===== src/rtl/sirc_enc_pkg.sv =====
// Shared types and constants for the SIRC infrared frame encoder.
package sirc_enc_pkg;

  localparam int unsigned CmdInW   = 24;
  localparam int unsigned LenW     = 8;
  localparam int unsigned BitCntW  = 5;
  localparam int unsigned CfgAddrW = 3;
  localparam int unsigned OutDataW = 16;

  localparam int unsigned CmdWidthDefault = 24;

  localparam logic [LenW-1:0] StartMarkReset = 8'd96;
  localparam logic [LenW-1:0] OneMarkReset   = 8'd48;
  localparam logic [LenW-1:0] ZeroMarkReset  = 8'd24;
  localparam logic [LenW-1:0] SpaceReset     = 8'd24;
  localparam logic [LenW-1:0] PauseReset     = 8'd45;

  localparam logic [BitCntW-1:0] Bits20 = 5'd20;
  localparam logic [BitCntW-1:0] Bits15 = 5'd15;
  localparam logic [BitCntW-1:0] Bits12 = 5'd12;

  localparam int unsigned Flag20Bit = 23;
  localparam int unsigned Flag15Bit = 15;

  typedef enum logic [1:0] {
    OP_TICK   = 2'd0,
    OP_SEND   = 2'd1,
    OP_REPEAT = 2'd2,
    OP_STOP   = 2'd3
  } opcode_t;

  typedef enum logic [CfgAddrW-1:0] {
    REG_START_MARK = 3'd0,
    REG_ONE_MARK   = 3'd1,
    REG_ZERO_MARK  = 3'd2,
    REG_SPACE      = 3'd3,
    REG_PAUSE      = 3'd4
  } cfg_reg_t;

  typedef struct packed {
    logic [LenW-1:0] start_mark_len;
    logic [LenW-1:0] one_mark_len;
    logic [LenW-1:0] zero_mark_len;
    logic [LenW-1:0] space_len;
    logic [LenW-1:0] pause_ticks;
  } cfg_t;

  typedef struct packed {
    logic            busy_res;
    logic            interval_valid;
    logic [LenW-1:0] interval_len;
    logic            carrier_on;
  } result_t;

endpackage


===== src/rtl/sirc_enc_cfg.sv =====
// Configuration register bank for the SIRC encoder.
module sirc_enc_cfg
  import sirc_enc_pkg::*;
(
  input  logic                clk,
  input  logic                rst,
  input  logic                cfg_we,
  input  logic [CfgAddrW-1:0] cfg_addr,
  input  logic [LenW-1:0]     cfg_wdata,
  output cfg_t                cfg
);

  always_ff @(posedge clk) begin
    if (rst) begin
      cfg.start_mark_len <= StartMarkReset;
      cfg.one_mark_len   <= OneMarkReset;
      cfg.zero_mark_len  <= ZeroMarkReset;
      cfg.space_len      <= SpaceReset;
      cfg.pause_ticks    <= PauseReset;
    end else if (cfg_we) begin
      case (cfg_addr)
        REG_START_MARK: cfg.start_mark_len <= cfg_wdata;
        REG_ONE_MARK:   cfg.one_mark_len   <= cfg_wdata;
        REG_ZERO_MARK:  cfg.zero_mark_len  <= cfg_wdata;
        REG_SPACE:      cfg.space_len      <= cfg_wdata;
        REG_PAUSE:      cfg.pause_ticks    <= cfg_wdata;
        default: begin
        end
      endcase
    end
  end

endmodule


===== src/rtl/sirc_enc_core.sv =====
// Frame sequencer: phase state, command storage and per-item result logic.
module sirc_enc_core
  import sirc_enc_pkg::*;
#(
  parameter int unsigned CMD_WIDTH = CmdWidthDefault
) (
  input  logic              clk,
  input  logic              rst,
  input  logic              accept,
  input  logic [1:0]        opcode,
  input  logic [CmdInW-1:0] command_word,
  input  cfg_t              cfg,
  output result_t           result
);

  typedef enum logic [2:0] {
    PH_IDLE        = 3'd0,
    PH_START_MARK  = 3'd1,
    PH_START_SPACE = 3'd2,
    PH_BIT_MARK    = 3'd3,
    PH_BIT_SPACE   = 3'd4,
    PH_PAUSE       = 3'd5
  } phase_t;

  phase_t                 phase, phase_next;
  logic [CMD_WIDTH-1:0]   shift_word, shift_word_next;
  logic [CMD_WIDTH-1:0]   active_command, active_command_next;
  logic [BitCntW-1:0]     bits_in_frame, bits_in_frame_next;
  logic [BitCntW-1:0]     frame_bits_latched, frame_bits_latched_next;
  logic [BitCntW-1:0]     bit_count, bit_count_next;
  logic [LenW-1:0]        pause_count, pause_count_next;

  logic [CMD_WIDTH+CmdInW-1:0] word_ext;
  logic [BitCntW-1:0]          bit_count_inc;
  logic [LenW-1:0]             pause_count_inc;
  opcode_t                     op;

  assign op              = opcode_t'(opcode);
  assign word_ext        = {{CMD_WIDTH{1'b0}}, command_word};
  assign bit_count_inc   = bit_count + BitCntW'(1);
  assign pause_count_inc = pause_count + LenW'(1);

  always_comb begin
    phase_next              = phase;
    shift_word_next         = shift_word;
    active_command_next     = active_command;
    bits_in_frame_next      = bits_in_frame;
    frame_bits_latched_next = frame_bits_latched;
    bit_count_next          = bit_count;
    pause_count_next        = pause_count;
    result                  = '0;

    unique case (op)
      OP_TICK: begin
        unique case (phase)
          PH_START_MARK: begin
            result.carrier_on     = 1'b1;
            result.interval_len   = cfg.start_mark_len;
            result.interval_valid = 1'b1;
            phase_next            = PH_START_SPACE;
          end
          PH_START_SPACE: begin
            result.interval_len   = cfg.space_len;
            result.interval_valid = 1'b1;
            phase_next            = PH_BIT_MARK;
          end
          PH_BIT_MARK: begin
            result.carrier_on     = 1'b1;
            result.interval_valid = 1'b1;
            result.interval_len   = shift_word[0] ? cfg.one_mark_len : cfg.zero_mark_len;
            shift_word_next       = shift_word >> 1;
            phase_next            = PH_BIT_SPACE;
          end
          PH_BIT_SPACE: begin
            result.interval_len   = cfg.space_len;
            result.interval_valid = 1'b1;
            bit_count_next        = bit_count_inc;
            phase_next = (bit_count_inc == frame_bits_latched) ? PH_PAUSE : PH_BIT_MARK;
          end
          PH_PAUSE: begin
            result.interval_len   = cfg.space_len;
            result.interval_valid = 1'b1;
            pause_count_next      = pause_count_inc;
            if (pause_count_inc >= cfg.pause_ticks) begin
              bit_count_next   = '0;
              pause_count_next = '0;
              phase_next       = PH_IDLE;
            end
          end
          default: phase_next = PH_IDLE;
        endcase
      end
      OP_SEND, OP_REPEAT: begin
        if (op == OP_SEND) begin
          active_command_next = word_ext[CMD_WIDTH-1:0];
          if (command_word[Flag20Bit]) begin
            bits_in_frame_next = Bits20;
          end else if (command_word[Flag15Bit]) begin
            bits_in_frame_next = Bits15;
          end else begin
            bits_in_frame_next = Bits12;
          end
        end
        if (active_command_next != '0 && phase == PH_IDLE) begin
          shift_word_next         = active_command_next;
          frame_bits_latched_next = bits_in_frame_next;
          phase_next              = PH_START_MARK;
        end
      end
      OP_STOP: active_command_next = '0;
      default: begin
      end
    endcase

    result.busy_res = (phase_next != PH_IDLE);
  end

  always_ff @(posedge clk) begin
    if (rst) begin
      phase              <= PH_IDLE;
      shift_word         <= '0;
      active_command     <= '0;
      bits_in_frame      <= Bits12;
      frame_bits_latched <= Bits12;
      bit_count          <= '0;
      pause_count        <= '0;
    end else if (accept) begin
      phase              <= phase_next;
      shift_word         <= shift_word_next;
      active_command     <= active_command_next;
      bits_in_frame      <= bits_in_frame_next;
      frame_bits_latched <= frame_bits_latched_next;
      bit_count          <= bit_count_next;
      pause_count        <= pause_count_next;
    end
  end

endmodule


===== src/rtl/sirc_enc_out.sv =====
// Output register stage for result items.
module sirc_enc_out
  import sirc_enc_pkg::*;
(
  input  logic    clk,
  input  logic    rst,
  input  logic    load,
  input  result_t result,
  output logic    load_ready,
  output logic    out_valid,
  input  logic    out_ready,
  output result_t out_result
);

  assign load_ready = !out_valid || out_ready;

  always_ff @(posedge clk) begin
    if (rst) begin
      out_valid <= 1'b0;
    end else if (load_ready) begin
      out_valid <= load;
    end
  end

  always_ff @(posedge clk) begin
    if (load && load_ready) begin
      out_result <= result;
    end
  end

endmodule


===== src/rtl/sirc_ir_frame_encoder.sv =====
// Top level of the SIRC infrared frame encoder.
// Takes one item per clock and returns one result item per item, in the cycle
// after acceptance, from a single output register; s_axis_tready drops only
// while that register holds a result that m_axis_tready has not taken. A tick
// item advances the frame by one interval, send/repeat start a frame when idle
// and a command is stored, stop clears the stored command. Config writes
// (cfg_addr 0..4: start mark, one mark, zero mark, space, pause count) take
// effect on the next clock; other addresses are ignored.
module sirc_ir_frame_encoder
  import sirc_enc_pkg::*;
#(
  parameter int unsigned CMD_WIDTH = CmdWidthDefault
) (
  input  logic                clk,
  input  logic                rst,
  input  logic                s_axis_tvalid,
  output logic                s_axis_tready,
  input  logic [CmdInW-1:0]   s_axis_tdata,   // [23:0] command_word
  input  logic [1:0]          s_axis_tuser,   // [1:0] opcode
  output logic                m_axis_tvalid,
  input  logic                m_axis_tready,
  output logic [OutDataW-1:0] m_axis_tdata,   // [0] carrier_on, [8:1] interval_len,
                                              // [9] interval_valid, [10] busy_res
  input  logic                cfg_we,
  input  logic [CfgAddrW-1:0] cfg_addr,
  input  logic [LenW-1:0]     cfg_wdata
);

  cfg_t    cfg;
  result_t result;
  result_t out_result;
  logic    accept;

  assign accept = s_axis_tvalid && s_axis_tready;

  sirc_enc_cfg u_cfg (
    .clk       (clk),
    .rst       (rst),
    .cfg_we    (cfg_we),
    .cfg_addr  (cfg_addr),
    .cfg_wdata (cfg_wdata),
    .cfg       (cfg)
  );

  sirc_enc_core #(
    .CMD_WIDTH (CMD_WIDTH)
  ) u_core (
    .clk          (clk),
    .rst          (rst),
    .accept       (accept),
    .opcode       (s_axis_tuser),
    .command_word (s_axis_tdata),
    .cfg          (cfg),
    .result       (result)
  );

  sirc_enc_out u_out (
    .clk        (clk),
    .rst        (rst),
    .load       (s_axis_tvalid),
    .result     (result),
    .load_ready (s_axis_tready),
    .out_valid  (m_axis_tvalid),
    .out_ready  (m_axis_tready),
    .out_result (out_result)
  );

  assign m_axis_tdata = {{(OutDataW - $bits(result_t)){1'b0}}, out_result};

endmodule

===== config.mk =====
export PLATFORM = sky130hd
export DESIGN_NAME = sirc_ir_frame_encoder
export DESIGN_NICKNAME = d
export VERILOG_FILES = /design/src/rtl/sirc_enc_pkg.sv /design/src/rtl/sirc_enc_cfg.sv /design/src/rtl/sirc_enc_core.sv /design/src/rtl/sirc_enc_out.sv /design/src/rtl/sirc_ir_frame_encoder.sv
export SDC_FILE = /design/constraint.sdc
export NUM_CORES = 1
export LEC_CHECK = 0
export BUFFER_PORTS_ARGS = -buffer_cell sky130_fd_sc_hd__buf_4
export CORE_MARGIN = 2
export CORE_UTILIZATION = 30
export CTS_CLUSTER_SIZE = 10
export DETAILED_ROUTE_END_ITERATION = 8
export REMOVE_ABC_BUFFERS = 1
export SYNTH_ARGS = -nofsm -noshare
export SYNTH_HDL_FRONTEND = slang
export SYNTH_HIERARCHICAL = 1
export SYNTH_SLANG_ARGS = --single-unit

===== constraint.sdc =====
create_clock -name clk -period 3.99 [get_ports clk]
set_clock_uncertainty 0.15 [all_clocks]
set_input_delay 0.798 -clock clk [delete_from_list [all_inputs] [get_ports clk]]
set_output_delay 0.798 -clock clk [all_outputs]
set_load 0.01 [all_outputs]

# Word level (Yosys, flattened, before mapping)
# Cells that the tools add are included.
[totals]
reg_bits = 126
elab_cells = 82
output_inout_bits = 18
inputBits = 42
[classes]
n_reduce_logical = 26
n_lt_le_gt_ge = 1
n_addsub = 2
eq_ne = 16
n_mux = 20
[op_table]
columns = ["cell", "count"]
rows = [
  ["two-way mux 24 bit", 4],
  ["case mux 24 bit (2 select lines)", 2],
  ["case mux 9 bit (3 select lines)", 1],
  ["nonzero test 24 bit", 1],
  ["two-way mux 8 bit", 2],
  ["two-way mux 5 bit", 3],
  ["case mux 3 bit (5 select lines)", 1],
  ["AND reduction 2 bit", 7],
  ["== test 3 x 2 -> 1 bit (second input constant)", 4],
  ["case mux 5 bit (2 select lines)", 1],
  ["== test 3 bit (second input constant)", 3],
  ["two-way mux 3 bit", 3],
  ["adder 8 x 1 -> 8 bit (second input constant)", 1],
  [">= comparator 8 bit", 1],
  ["AND reduction 4 bit", 2],
  ["== test 3 x 1 -> 1 bit (second input constant)", 2],
  ["zero test 3 bit", 2],
  ["case mux 3 bit (2 select lines)", 1],
  ["AND reduction 3 bit", 2],
  ["nonzero test 2 bit", 3],
  ["adder 5 x 1 -> 5 bit (second input constant)", 1],
  ["== test 5 bit", 1],
  ["== test 2 bit (second input constant)", 2],
  ["inequality test 2 x 1 -> 1 bit (second input constant)", 2],
  ["11 further kinds", 13],
]

# Logic depth before layout (Yosys ltp)
# Gate-level depths: netlist of the first run.
[depth]
ltp_word = 8
ltp_mapped = 11
ltp_nobuf = 11

# Cells and area by module
# The synthesis of the first run kept the hierarchy.
[by_module_without_submodules]
columns = ["mod", "n_inst", "area_each_um2", "cells_each", "seq_area_each_um2"]
rows = [
  ["sirc_enc_core", 1, 4301.6, 534, 1481.4],
  ["sirc_enc_cfg", 1, 1652.8, 157, 800.8],
  ["sirc_enc_out", 1, 385.4, 16, 350.3],
  ["sirc_ir_frame_encoder", 1, 47.5, 7, 0.0],
]

# Worst setup path before layout of the first run
# No wires, ideal clock.
[synth_path]
path_kind = "flip-flop to flip-flop"
start = "register u_core.pause_count[0]"
end = "register u_out/out_result[10] (netlist name)"
setup_ns = 0.272
required_time_ns = 3.568
arrival_time_ns = 2.490
path_stages_with_launch = 11
period_less_slack_ns = 2.911
slack_ns = 1.079
path_buffers = 0
cell_sequence = "dfxtp_1 > and3_1 > and3_1 > nand3_1 > xnor2_1 > ha_1 > nand2_1 > o21ai_0 > a21o_1 > o311ai_0 > or4b_1"
[synth_rtl]
columns = ["element", "line_no", "text"]
rows = [
  ["from (decl)", "sirc_enc_core.sv:31", "logic [LenW-1:0] pause_count, pause_count_next;"],
  ["from (signal assigned)", "sirc_enc_core.sv:134", "pause_count <= pause_count_next;"],
]

==> load_flow_metrics.sql, run 1 <==
INSERT INTO impl_metrics (metric_group, metric, value, unit) VALUES
('global_routing', 'grt_start_max_net_pins', '85', ''),
('critical_path', 'crit_path_frequent_cell', 'and3_1', ''),
('timing', 'final_hold_viol_count', '0', ''),
('cts', 'cts_resized', '0', ''),
('critical_path', 'timing.critical_path.fanout_max', '8', ''),
('synthesis', 'synth_cell_types', '63', ''),
('global_routing', 'global_route_congestion_overflow_total', '0', ''),
('critical_path', 'rrSetupSlack', '0.77', 'ns'),
('cells_and_area', 'post_route_cells_drive_above_1_share', '15.42', '%'),
('cts', 'cts_root_buffer', 'clkbuf_16', ''),
('flow_run', 'drv.max_cap_violation_count', '0', ''),
('die', 'start_util', '30.48', '%'),
('pwr', 'power.density', '438.3', 'mW/mm2'),
('worst_hold_path', 'worstHoldStart', 'u_core/bits_in_frame[2]', ''),
('timing', 'maxClockFrequency', '311.0', 'MHz'),
('critical_path', 'timing.critical_path.arrival', '3.22', 'ns'),
('placement', 'placed_area', '0.006988', 'mm2'),
('cells_and_area', 'insertedDiodeCount', '0', ''),
('synthesis', 'ys.warnings.count', '6', ''),
('critical_path', 'wp_data_required', '4.00', 'ns'),
('route', 'vias', '5220', ''),
('die', 'ios', '60', ''),
('route', 'detailedRoute.firstIterationViolations', '427', ''),
('critical_path', 'slowest_delay', '0.48', 'ns'),
('die', 'die_height', '149.9', 'um'),
('timing', 'final.min_clock_period', '3.216', 'ns'),
('critical_path', 'worst-setup-path-type', 'reg2reg', ''),
('cts', 'postCtsSetupBuffers', '0', ''),
('synthesis', 'synth.yosys.seq_area_share', '41.21', '%'),
('pwr', 'power.share.sequential', '40.2', '%'),
('pwr', 'p_clk_share', '49.7', '%'),
('worst_hold_path', 'hold-path-cell-count', '2', ''),
('cts', 'clk_path_buf_depth', '2', ''),
('route', 'first_pass_iters', '5', ''),
('cts', 'clk-insertion-delay-late', '0.42', 'ns'),
('global_routing', 'first_pass_grt_wire_length', '25.24', 'mm'),
('die', 'die_width', '149.9', 'um'),
('worst_hold_path', 'min_to', 'u_core/bits_in_frame[2]', ''),
('pwr', 'leakagePower', '0.003016', 'uW'),
('cts', 'cts_hold_buffers', '0', ''),
('route', 'routed_wl', '15.55', 'mm'),
('route', 'route.antenna.remaining_nets', '0', ''),
('timing', 'setup_ws', '0.7744', 'ns'),
('global_routing', 'grt_antenna_before_repair', '0', ''),
('route', 'avgViaCountPerCell', '5.048', ''),
('synthesis', 'netlist_instances', '714', ''),
('pwr', 'power.total', '3342', 'uW'),
('cts', 'htree_levels', '4', ''),
('synthesis', 'ys_async_sr_fraction', '0', '%'),
('placement', 'numPlacedInstances', '1003', ''),
('pwr', 'sw_ratio', '22.82', '%'),
('timing', 'fin_crit_sh', '80.59', '%'),
('timing', 'max_slew.worst_pin.slew', '0.9720', 'ns'),
('run_status', 'status', 'finished, final reports clean', ''),
('pwr', 'worst_case_vdd_ir_drop', '0.0003149', 'V'),
('die', 'core-area', '0.02096', 'mm2'),
('cts', 'cts.clk_slew.worst_paths', '0.06', 'ns'),
('cells_and_area', 'areaGrowthSynthToFinish', '19.35', '%'),
('synthesis', 'synth-seq-cells', '126', ''),
('critical_path', 'worstRegToRegCells', '10', ''),
('cells_and_area', 'multi_input_comb_area', '0.003451', 'mm2'),
('route', 'route.detailed.wl_per_inst', '15.03', 'um'),
('worst_hold_path', 'min-delay-path-class', 'reg2reg', ''),
('timing', 'max_slew_margin', '34.91', '%'),
('die', 'rows', '53', ''),
('synthesis', 'synth_area_per_cell', '8.946', 'um2'),
('critical_path', 'regToRegEndpoint', 'u_out/out_result[10]', ''),
('critical_path', 'critPathLaunchType', 'flip-flop', ''),
('cts', 'numClockSinks', '126', ''),
('synthesis', 'area_of_the_mapped_netlist', '0.006387', 'mm2'),
('pwr', 'power_report.internal_total', '2579', 'uW');
critical path: cells and delay by family (launching register included):
kind,cells,cell delay [ns]
AOI/OAI and AO/OA,3,0.80
xor gates and xnor gates,1,0.15
adders and majority gates,1,0.30
DFF,1,0.39
and+or+nand+nor,5,1.16
cell usage in the layout (no fill, tap or decap), drive strengths merged, types with 3 or more instances in the layout:
cell type and instances:
a211oi 28, a21oi 42, a222oi 9, a22oi 29, a311oi 4, and2 3
and3 3, buf 64, bufinv 4, clkbuf 25, conb 5, dfxtp 115
edfxtp 11, ha 13, inv 18, mux2 8, mux2i 68, nand2 20
nand2b 44, nand3 12, nand3b 5, nand4 3, nand4bb 3, nor2 132
nor2b 5, nor3 12, nor3b 5, nor4 8, o211ai 3, o21ai 18
or4b 3, xnor2 6, xor2 6
how the worst max path moves through the flow:
stage	startpoint	to	slack (ns)	cells past startpoint
6_report	u_core/pause_count[2]	u_out/out_result[10]	0.77	10
3_5_place_dp	u_core/pause_count[0]	u_out/out_result[10]	0.79	10
3_3_place_gp	s_axis_tuser[1]	u_out/out_result[10]	0.87	9
5_1_grt	u_core/pause_count[0]	u_out/out_result[10]	0.56	10
2_1_floorplan	s_axis_tuser[1]	u_core/active_command[0]	-0.08	5
4_1_cts	u_core/pause_count[2]	u_out/out_result[10]	0.77	10
synthesized netlist by cell type (all sizes together) (2+ instances only):
cell type | n | area share [%]
buf | 22 | 2.2
a2bb2oi | 2 | 0.27
or4b | 3 | 0.47
a311oi | 4 | 0.55
nor4b | 2 | 0.27
edfxtp | 11 | 5.2
nor2 | 132 | 7.8
clkbuf | 32 | 1.9
a22oi | 29 | 3.6
dfxtp | 115 | 36
nand3 | 12 | 1.1
mux2 | 8 | 1.4
a31o | 2 | 0.41
nor3 | 12 | 1.0
xnor2 | 6 | 0.82
xor2 | 6 | 0.82
inv | 18 | 1.1
and3 | 3 | 0.29
nor2b | 5 | 0.49
nand2b | 44 | 4.4
nand4b | 2 | 0.27
o21ai | 18 | 1.5
nor4 | 8 | 0.78
nand4 | 3 | 0.29
and2 | 3 | 0.33
a211oi | 28 | 3.4
a222oi | 9 | 1.4
nand3b | 5 | 0.59
a21oi | 42 | 3.3
nand4bb | 3 | 0.53
mux2i | 68 | 11
nor3b | 5 | 0.59
and4bb | 2 | 0.39
a21o | 2 | 0.23
nand2 | 20 | 1.2
ha | 13 | 2.5
o211ai | 3 | 0.35
final cells by class:
class                      count  area share [%]
timing repair buffer          64           6.466
inverter                      18          0.8863
sequential                   126           34.53
multi-input combinational    520           45.27
clock inverter                 6           1.707
clock buffer                  25           6.631
tap                          275           4.513
per-layer routing:
metal / share of wire, % / global-route usage [%] / vias up
li1: - / - / 2606
met1: 48 / 19.06 / 2477
met2: 46 / 22.60 / 126
met3: 4.9 / 3.201 / 11
met4: 0.71 / 4.764 / 0
met5: 0 / 0 / -
power by group through the flow:
stage	combinational (uW)	clock [uW]	sequential, uW
finish	336	1660	1340
global route	373	1760	1350
CTS	339	1700	1340
detailed placement	337	0	1370
global placement	336	0	1370
floorplan	198	0	1370
sequential cells by signal, summed over array words and instances (netlist names), 3 cells and up:
register	flops
u_core/shift_word	24
u_core/bits_in_frame	5
u_out/out_result	11
u_cfg/cfg	40
u_core/pause_count	8
u_core/bit_count	5
u_core/active_command	24
u_core/phase	3
u_core/frame_bits_latched	5
stage by stage:
stage / hold slack (ns) / utilization (%) / TNS (ns)
after detailed placement: 0.2898 / 33.35 / 0
after CTS: 0.3058 / 36.38 / 0
after floorplan: 0.2678 / - / -1.914
after global placement: 0.2837 / 33.35 / 0
after global routing: 0.3398 / 36.38 / 0
final: 0.3020 / 36.38 / 0
logic make-up (layout without fill, tap and decap cells):
kind of cell | after synthesis | after routing | synth area share (%)
XOR/XNOR | 12 | 12 | 1.645
flip-flops | 126 | 126 | 41.21
multiplexers | 76 | 76 | 12.07
adder cells (fa/ha/maj) | 13 | 13 | 2.547
AND/OR/NAND/NOR | 268 | 268 | 21.39
AO/OA/AOI/OAI | 146 | 146 | 15.93
buffers and inverters | 72 | 113 | 5.152
other | 1 | 5 | 0.05871
No activity file was read; power rests on OpenSTA's default activity.
==> inputs of run 2 (changes only) <==
==> constraint.sdc (replaced) <==
create_clock -name clk -period 3.3 [get_ports clk]
set_clock_uncertainty 0.15 [all_clocks]
set_input_delay 0.66 -clock clk [delete_from_list [all_inputs] [get_ports clk]]
set_output_delay 0.66 -clock clk [all_outputs]
set_load 0.01 [all_outputs]
==> run 2 against run 1 <==
  * Utilization fell by 0.11 points
  * Clock power increased by 4%
  * Critical path depth up 1
  * Cell area fell by 0.31%
  * Global-route usage is 0.076 points lower
  * Register-to-register slack got worse by 0.49 ns
  * Combinational power rose by 23%
  * Worst setup slack got worse by 0.49 ns
  * First-iteration DRC count grew 3.7%
  * Cell count up 0.68%
  * Largest cell class unchanged
  * Largest power group unchanged
==> load_flow_metrics.sql, run 2 (synthesis results as in run 1) <==
INSERT INTO impl_metrics (metric_group, metric, value, unit) VALUES
('run_status', 'status', 'finished, final reports clean', ''),
('cts', 'numClockSinks', '126', ''),
('placement', 'buffers_on_ports', '54', ''),
('cells_and_area', 'layout.cells.most_common_list', '131 x nor2_1, 115 x dfxtp_1, 68 x buf_4, 68 x mux2i_1, 43 x nand2b_1', ''),
('critical_path', 'wp_data_required', '3.31', 'ns'),
('cells_and_area', 'multi_input_comb_area', '0.003452', 'mm2'),
('timing', 'max_slew.worst_pin.slew', '1.105', 'ns'),
('cts', 'cts_root_buffer', 'clkbuf_16', ''),
('cells_and_area', 'fillerInstances', '2192', ''),
('timing', 'setup_viol', '0', ''),
('critical_path', 'worst-setup-path-type', 'reg2reg', ''),
('cts', 'cts.clk_slew.worst_paths', '0.06', 'ns'),
('critical_path', 'timing.critical_path.arrival', '3.03', 'ns'),
('cells_and_area', 'post_route_cells_drive_above_1_share', '16.71', '%'),
('cells_and_area', 'postLayoutCoreUtil', '36.27', '%'),
('route', 'vias', '5196', ''),
('timing', 'final_hold_viol_count', '0', ''),
('cells_and_area', 'insertedDiodeCount', '0', ''),
('die', 'die_width', '149.9', 'um'),
('die', 'ios', '60', ''),
('die', 'die_height', '149.9', 'um'),
('critical_path', 'end_kind', 'flip-flop', ''),
('cts', 'clk_path_buf_depth', '2', ''),
('critical_path', 'critPathLaunchType', 'flip-flop', ''),
('timing', 'setup_ws', '0.2805', 'ns'),
('placement', 'finalWeightedCongestion', '0.8023', ''),
('die', 'start_util', '30.48', '%'),
('pwr', 'power.density', '493.7', 'mW/mm2'),
('route', 'first_pass_iters', '5', ''),
('placement', 'detailedPlacementHpwl', '10.36', 'mm'),
('timing', 'maxClockFrequency', '331.2', 'MHz'),
('cells_and_area', 'biggestRegsByFlops', 'u_cfg/cfg (40), u_core/active_command (24), u_core/shift_word (24)', ''),
('route', 'route.antenna.remaining_nets', '0', ''),
('critical_path', 'timing.critical_path.fanout_max', '5', ''),
('die', 'core-area', '0.02096', 'mm2'),
('pwr', 'worst_case_vdd_ir_drop', '0.0003659', 'V'),
('route', 'detailedRoute.firstIterationViolations', '443', ''),
('cts', 'cts_buffer_count', '17', ''),
('route', 'avgViaCountPerCell', '4.991', ''),
('cells_and_area', 'largest-register', 'u_cfg/cfg', ''),
('flow_run', 'drv.max_cap_violation_count', '0', ''),
('global_routing', 'track_usage', '14.15', '%'),
('global_routing', 'grt_start_max_net_pins', '69', ''),
('die', 'rows', '53', ''),
('cells_and_area', 'flip_flop_count_of_the_largest_register_after_layout', '40', ''),
('die', 'dieArea', '0.02247', 'mm2'),
('route', 'routed_wl', '15.19', 'mm'),
('global_routing', 'grt_antenna_before_repair', '0', ''),
('cts', 'clk-insertion-delay-late', '0.42', 'ns'),
('pwr', 'leakagePower', '0.003011', 'uW'),
('route', 'number_of_remaining_drc_errors', '0', ''),
('cts', 'tritoncts', 'done', ''),
('placement', 'pre_cts_slack', '0.1994', 'ns'),
('cells_and_area', 'design.final.nets', '808', ''),
('global_routing', 'global_route_congestion_overflow_total', '0', ''),
('timing', 'final.min_clock_period', '3.020', 'ns'),
('timing', 'rsz0062_at_grt', 'no', ''),
('worst_hold_path', 'min-delay-path-class', 'reg2reg', ''),
('route', 'route.detailed.wl_per_inst', '14.60', 'um'),
('cells_and_area', 'most_frequent_standard_cell_in_the_layout_excluding_fill_and_tap_cells', 'nor2_1', ''),
('timing', 'max_slew_margin', '26.03', '%'),
('global_routing', 'first_global_vias', '4921', ''),
('timing', 'fin_crit_sh', '91.50', '%'),
('global_routing', 'first_pass_grt_wire_length', '25.27', 'mm'),
('cells_and_area', 'areaGrowthSynthToFinish', '18.98', '%'),
('timing', 'final-max-slew-violation-count', '0', ''),
('cells_and_area', 'register_cell_area_after_layout', '0.002633', 'mm2'),
('cts', 'postCtsSetupBuffers', '0', ''),
('cts', 'htree_levels', '4', '');
run 2: changes by cell type in the layout (fill, tap and decap cells not counted), moves of 3 or more:
| cell | change |
|---|---|
| clkinv_2 | +4 |
| clkinv_4 | +4 |
| clkbuf_1 | -3 |
| clkbuf_8 | -4 |
| buf_4 | +5 |
| bufinv_16 | -4 |
run 2: per-layer routing:
layer / vias up / GRT usage [%] / routed length (um)
met5: - / 0 / 0
met4: 0 / 3.915 / 123
met3: 13 / 3.689 / 783
met2: 127 / 21.58 / 6786
met1: 2426 / 19.73 / 7500
li1: 2630 / - / -
run 2: final timing paths:
kind                                              start                       to  slack [ns]  cells after the start
worst min-delay path            u_core/bits_in_frame[2]  u_core/bits_in_frame[2]        0.30                      2
worst max register to register    u_core/pause_count[2]     u_out/out_result[10]        0.28                     11
worst max-delay path              u_core/pause_count[2]     u_out/out_result[10]        0.28                     11
worst min register to register  u_core/bits_in_frame[2]  u_core/bits_in_frame[2]        0.30                      2
run 2: timing repair:
item,4_1_cts,5_1_grt
endpoints found under the setup margin,0,2
hold buffers,0,0
resized for setup,0,2
run 2: critical path: stages (launching register included):
cell       delay (ns)
dfxtp_1          0.38
and3_2           0.24
and3_1           0.26
nand3_1          0.12
xnor2_1          0.15
ha_1             0.31
nand2_1          0.07
o21ai_1          0.22
a211oi_1         0.10
o21ai_0          0.18
a2bb2oi_1        0.08
or4b_1           0.51
run 2: cell type report:
| cell class | instances | area share (%) |
|---|---|---|
| Sequential cell | 126 | 34.64 |
| Clock inverter | 13 | 1.169 |
| Tap cell | 275 | 4.527 |
| Clock buffer | 19 | 6.108 |
| Inverter | 18 | 0.8890 |
| Timing Repair Buffer | 70 | 7.244 |
| Multi-Input combinational cell | 520 | 45.42 |
run 2: where the power goes:
part           total, uW  switching [uW]  internal, uW
clock network       1720             696          1020
registers           1620            32.9          1590
logic                413             238           175
run 2: stage by stage:
stage,instance area (um2),setup TNS [ns],hold slack [ns],instances,total power (uW)
4_1_cts,7599,0,0.3027,1041,3809
2_1_floorplan,6141,-17.49,0.2678,664,1891
3_5_place_dp,7046,0,0.2866,1009,2070
3_3_place_gp,7046,0,0.2837,1009,2068
6_report,7600,0,0.3000,1041,3752
5_1_grt,7600,0,0.3286,1041,3924
